$ cat src/hw/rtl/pfa_pkg.sv
// ----------------------------------------------------------------------------
// pfa_pkg
// Shared types, constants and helpers for the packed field array block.
// ----------------------------------------------------------------------------
package pfa_pkg;

	localparam int unsigned STORE_WORDS = 1024;
	localparam int unsigned WORD_BITS   = 32;
	localparam int unsigned ADDR_W      = $clog2(STORE_WORDS);
	localparam int unsigned OFF_W       = $clog2(WORD_BITS);
	localparam int unsigned WIDTH_W     = 6;
	localparam int unsigned COUNT_W     = 16;
	localparam int unsigned INDEX_W     = 15;
	localparam int unsigned BITPOS_W    = INDEX_W + WIDTH_W;
	localparam int unsigned BASE_W      = BITPOS_W - OFF_W;
	localparam int unsigned CFG_IDX_W   = 1;
	localparam int unsigned CFG_DATA_W  = 16;

	localparam logic [CFG_IDX_W-1:0] REG_ELEMENT_WIDTH = 1'b0;
	localparam logic [CFG_IDX_W-1:0] REG_ELEMENT_COUNT = 1'b1;

	typedef enum logic {
		OP_READ  = 1'b0,
		OP_WRITE = 1'b1
	} opcode_t;

	typedef struct packed {
		opcode_t              opcode;
		logic [INDEX_W-1:0]   element_index;
		logic [WORD_BITS-1:0] write_value;
	} req_item_t;

	typedef struct packed {
		logic [WORD_BITS-1:0] read_value;
		logic                 fault;
	} rsp_item_t;

	typedef struct packed {
		logic take;
		logic geom;
		logic base;
		logic top;
		logic clear_en;
		logic load_out;
	} pfa_cmd_t;

	typedef struct packed {
		logic geom_fault;
		logic split;
		logic clear_done;
	} pfa_status_t;

	function automatic logic [WORD_BITS-1:0] low_mask(input logic [WIDTH_W-1:0] n);
		logic [WORD_BITS-1:0] m;
		if (n >= WIDTH_W'(WORD_BITS)) begin
			m = '1;
		end else begin
			m = (WORD_BITS'(1) << n) - WORD_BITS'(1);
		end
		return m;
	endfunction

endpackage

$ cat src/hw/rtl/pfa_ctrl.sv
// ----------------------------------------------------------------------------
// pfa_ctrl
// Sequencer for store clearing, element access steps and result handoff.
// ----------------------------------------------------------------------------
module pfa_ctrl (
	input  logic                  clk,
	input  logic                  arst_n,
	input  logic                  req_valid,
	output logic                  req_stall,
	output logic                  rsp_valid,
	input  logic                  rsp_stall,
	input  pfa_pkg::pfa_status_t  status,
	output pfa_pkg::pfa_cmd_t     cmd
);

	typedef enum logic [2:0] {
		ST_CLEAR,
		ST_IDLE,
		ST_GEOM,
		ST_BASE,
		ST_TOP,
		ST_DONE
	} state_t;

	state_t state_q;
	logic   rsp_valid_q;
	logic   rsp_free;

	assign rsp_free  = !rsp_valid_q || !rsp_stall;
	assign req_stall = state_q != ST_IDLE;
	assign rsp_valid = rsp_valid_q;

	always_comb begin
		cmd          = '0;
		cmd.take     = (state_q == ST_IDLE) && req_valid;
		cmd.geom     = state_q == ST_GEOM;
		cmd.base     = state_q == ST_BASE;
		cmd.top      = state_q == ST_TOP;
		cmd.clear_en = state_q == ST_CLEAR;
		cmd.load_out = (state_q == ST_DONE) && rsp_free;
	end

	always_ff @(posedge clk or negedge arst_n) begin
		if (!arst_n) begin
			state_q     <= ST_CLEAR;
			rsp_valid_q <= 1'b0;
		end else begin
			if (cmd.load_out) begin
				rsp_valid_q <= 1'b1;
			end else if (rsp_valid_q && !rsp_stall) begin
				rsp_valid_q <= 1'b0;
			end
			unique case (state_q)
				ST_CLEAR: begin
					if (status.clear_done) begin
						state_q <= ST_IDLE;
					end
				end
				ST_IDLE: begin
					if (req_valid) begin
						state_q <= ST_GEOM;
					end
				end
				ST_GEOM: begin
					state_q <= status.geom_fault ? ST_DONE : ST_BASE;
				end
				ST_BASE: begin
					state_q <= status.split ? ST_TOP : ST_DONE;
				end
				ST_TOP: begin
					state_q <= ST_DONE;
				end
				ST_DONE: begin
					if (rsp_free) begin
						state_q <= ST_IDLE;
					end
				end
				default: state_q <= ST_IDLE;
			endcase
		end
	end

	a_top_needs_split: assert property (@(posedge clk) disable iff (!arst_n)
		(state_q == ST_TOP) |-> ($past(state_q) == ST_BASE) && $past(status.split))
		else $error("second word step without a straddling element");

	a_load_shows_result: assert property (@(posedge clk) disable iff (!arst_n)
		cmd.load_out |=> rsp_valid)
		else $error("loaded result not presented");

	a_no_overwrite: assert property (@(posedge clk) disable iff (!arst_n)
		(rsp_valid && rsp_stall) |-> !cmd.load_out)
		else $error("waiting result overwritten");

	a_clear_complete: assert property (@(posedge clk) disable iff (!arst_n)
		(state_q == ST_IDLE && $past(state_q) == ST_CLEAR) |-> $past(status.clear_done))
		else $error("left clearing pass early");

endmodule

$ cat config.mk
export PLATFORM = sky130hd
export DESIGN_NAME = pfa_ctrl
export DESIGN_NICKNAME = d
export VERILOG_FILES = /design/src/hw/rtl/pfa_pkg.sv /design/src/hw/rtl/pfa_ctrl.sv
export SDC_FILE = /design/constraint.sdc
export NUM_CORES = 1
export LEC_CHECK = 0
export BUFFER_PORTS_ARGS = -buffer_cell sky130_fd_sc_hd__buf_2
export CAP_MARGIN = 10
export CORE_AREA = 2 2 39 41
export CTS_BUF_LIST = sky130_fd_sc_hd__clkbuf_8
export DETAILED_ROUTE_END_ITERATION = 16
export DIE_AREA = 0 0 41 43
export SLEW_MARGIN = 20
export SYNTH_ARGS = -nofsm -noshare
export SYNTH_HDL_FRONTEND = slang
export SYNTH_SLANG_ARGS = --single-unit
$ cat constraint.sdc
create_clock -name clk -period 1.9 [get_ports clk]
set_clock_uncertainty 0.1 [all_clocks]
set_input_delay 0.285 -clock clk [delete_from_list [all_inputs] [get_ports clk]]
set_output_delay 0.285 -clock clk [all_outputs]
set_load 0.02 [all_outputs]
==> results by group <==
Worst setup path
  • Cells on worst reg2reg path: 3
  • Slowest stage delay, CP: roughly 0.45 ns
  • Crit path depth: 3
  • CP bufs+invs: 1
  • CP top delay family: simple AND/OR/NAND/NOR gates
  • RR Startpoint: state_q[0]
  • CP Class: flip-flop to output port
  • Crit path max-delay cell type: dfrtp_1
  • Worst setup SP type: flip-flop
  • Arrival @ worst endpoint: 1.33 ns
  • CP cell instances: or3b_4 > nor2_1 > buf_2
  • Critical Path Start: state_q[1]
  • Worst Path Required: 1.51 ns
  • Crit path max fanout: 10
  • Critical Path Sink Type: output port

Die
  • Die Width: around 40 um
  • Die area: 0.00176 mm^2
  • Die span in y: ~43 um
  • I/O pin count: 15
  • Rows: 14
  • Initial Util: a little under a fifth
  • CORE AREA: ~0.0014 mm^2

Synth
  • Largest area contributor in the netlist: dfrtp_1
  • Sequential share of the synthesized area: between 30% and 40%
  • EDFF count, synth: 0
  • Yosys warnings: 0
  • Synth async-reset ratio: 100%
  • Mapped Cells: 29
  • Prevailing post-synth register cell: dfrtp_1
  • Top cells by area, synth: dfrtp_1 38%, nand3b_1 5.7%, nor2_1 5.7%
  • Post-synth top cells: 4 x dfrtp_1, 4 x nor2_1
  • Synth Register Bits: 4
  • Syn Nets: 36
  • Count of different cell masters after synthesis: 19
  • Mapped Avg Cell Area: a little over 9 um^2
  • Top-area cell type share of the netlist area: around two fifths
  • Post-synth design cell area: around 260 um^2

Timing
  • Final-report hold violation count: 0
  • # setup viols final: 0
  • Fin crit share: ~90%
  • Crit path time final: about 1.7 ns
  • Slack of the critical path: between 0.15 and 0.2 ns
  • Hold slack: 0.202 ns
  • FMAX: between 500 and 600 MHz
  • Headroom to the max-slew limit: 83.6%
  • Pins Over Slew Limit: 0
  • Setup tns final: 0 ns
  • Worst-margin pin slew: 0.245 ns
  • RSZ-0062 raised after global routing: false

Run status
  • Status: finished clean

GRT
  • Gr usage total: between 7 and 8%
  • Total grt overflow: 0
  • Vias in the first global route: 213
  • Largest net degree at the start of global routing: 12
  • Initial antenna violation count: 0
  • First-pass GRT wire length: 890 um

Placement
  • Input/output buffers: 14
  • Final HPWL DP: 464 um
  • Placed cell count: 58
  • Routability cong.: around 0.77
  • Pre-CTS setup slack: ~0.4 ns
  • Dpl cell area: approximately 340 um^2

Routing
  • Initial drt markers: 0
  • Drt total wl: 583 um
  • Metal3 WL: about 59 um
  • Met1 wire length: roughly 270 um
  • Top sig layer: met3
  • Post-DRT Antenna Nets: 0
  • DRT Pass-1 Iters: 1
  • DR vias/cell: about 4.2
  • Vias: about 260
  • DRC Markers: 0
  • Average wire per standard cell: around 9.4 um
  • Met2 routed WL: approximately 250 um

Layout
  • Synthesis-to-finish area growth: 49.5%
  • Share of layout cells above drive strength 1: 43.5%
  • Post-route cell area: just under 400 um^2
  • Nets@finish: between 50 and 60
  • # diodes: 0
  • Core Util, Final: about 28%
  • Finished Layout Cells: 62

Clock tree
  • Cts hold-fix bufs: 1
  • Worst-Skew Late Latency: approximately 0.21 ns
  • H-tree depth: 1
  • Num Clock Sinks: 4
  • Post_cts resized: 0
  • CTS tree: done
  • Setup bufs post-CTS: 0
  • TritonCTS buffer count: 3
  • Clock root cell: clkbuf_8
  • Clk slew on worst S/H paths: about 0.030 ns
  • CTS Buffer Depth: 2

Power
  • Power, Total: a little over 0.7 mW
  • Max VDD drop: about 0.59 mV
  • Lkg Pwr: 0.208 nW
  • Power Density: 1800 mW/mm^2

Min path
  • Hold path depth: 3
  • Min-delay src: rsp_stall
  • Min-Delay Path Class: input port to flip-flop

Flow run
  • Max-cap violations: 0
==> tightest hold or removal path: cells and delay by family <==
family	cells	cell delay (ns)
buffers and inverters	1	0.10
and+or+nand+nor	2	0.10
==> layer usage <==
metal | up-vias | track usage (%)
met5 | - | 0
met4 | 0 | 4.00
met3 | 0 | 6.28
met2 | 12 | 8.44
met1 | 116 | 11.1
li1 | 133 | -
==> sequential cells by signal, indices dropped and copies added (netlist names) <==
| name | count |
|---|---|
| state_q | 3 |
| rsp_valid | 1 |
==> cell usage in the layout (no fill, tap or decap) <==
cell	netlist	routed
nand2_1	2	2
clkbuf_8	0	3
nor3_1	1	1
or3b_4	1	1
dlygate4sd3_1	0	1
o22ai_1	1	1
mux2i_1	1	1
or2b_1	1	1
a21oi_1	2	2
nor2_1	4	4
or3b_1	1	1
nor3b_1	1	1
nand3b_1	2	2
dfrtp_1	4	4
a21boi_0	1	1
o21ba_2	1	1
nand2b_1	1	1
inv_1	2	2
buf_4	1	1
a211o_1	1	1
buf_2	0	14
==> final timing paths <==
path	to	slack, ns
max reg2reg	state_q[1]	0.66
max	cmd[5]	0.18
max in group asynchronous	state_q[1]	1.27
min reg2reg	rsp_valid	0.40
min in group asynchronous	rsp_valid	0.31
min	rsp_valid	0.20
==> cell type report <==
class / count / area, um^2
fillers: 149 / 991
multi-input cells: 21 / 136
flip-flops and latches: 4 / 100
repair buffers: 16 / 87.6
clock buffers: 3 / 41.3
well taps: 16 / 20.0
inverters: 2 / 7.51
==> kinds of logic (layout without fill, tap and decap cells) <==
| family | Yosys count | count (layout) | share of synthesized area [%] |
|---|---|---|---|
| and+or+nand+nor | 14 | 14 | 31.9 |
| muxes | 1 | 1 | 3.81 |
| buffers and inverters | 4 | 21 | 10.0 |
| AOI/OAI and AO/OA | 6 | 6 | 16.2 |
| DFF | 4 | 4 | 38.1 |
==> power by group <==
part	switching [mW]	internal, mW	total, mW
Sequential	0.0485	0.124	0.172
Combinational	0.196	0.165	0.360
Clock	0.0414	0.135	0.176
Total	0.285	0.423	0.709
Note: power is estimated with default switching activity, not from simulation.
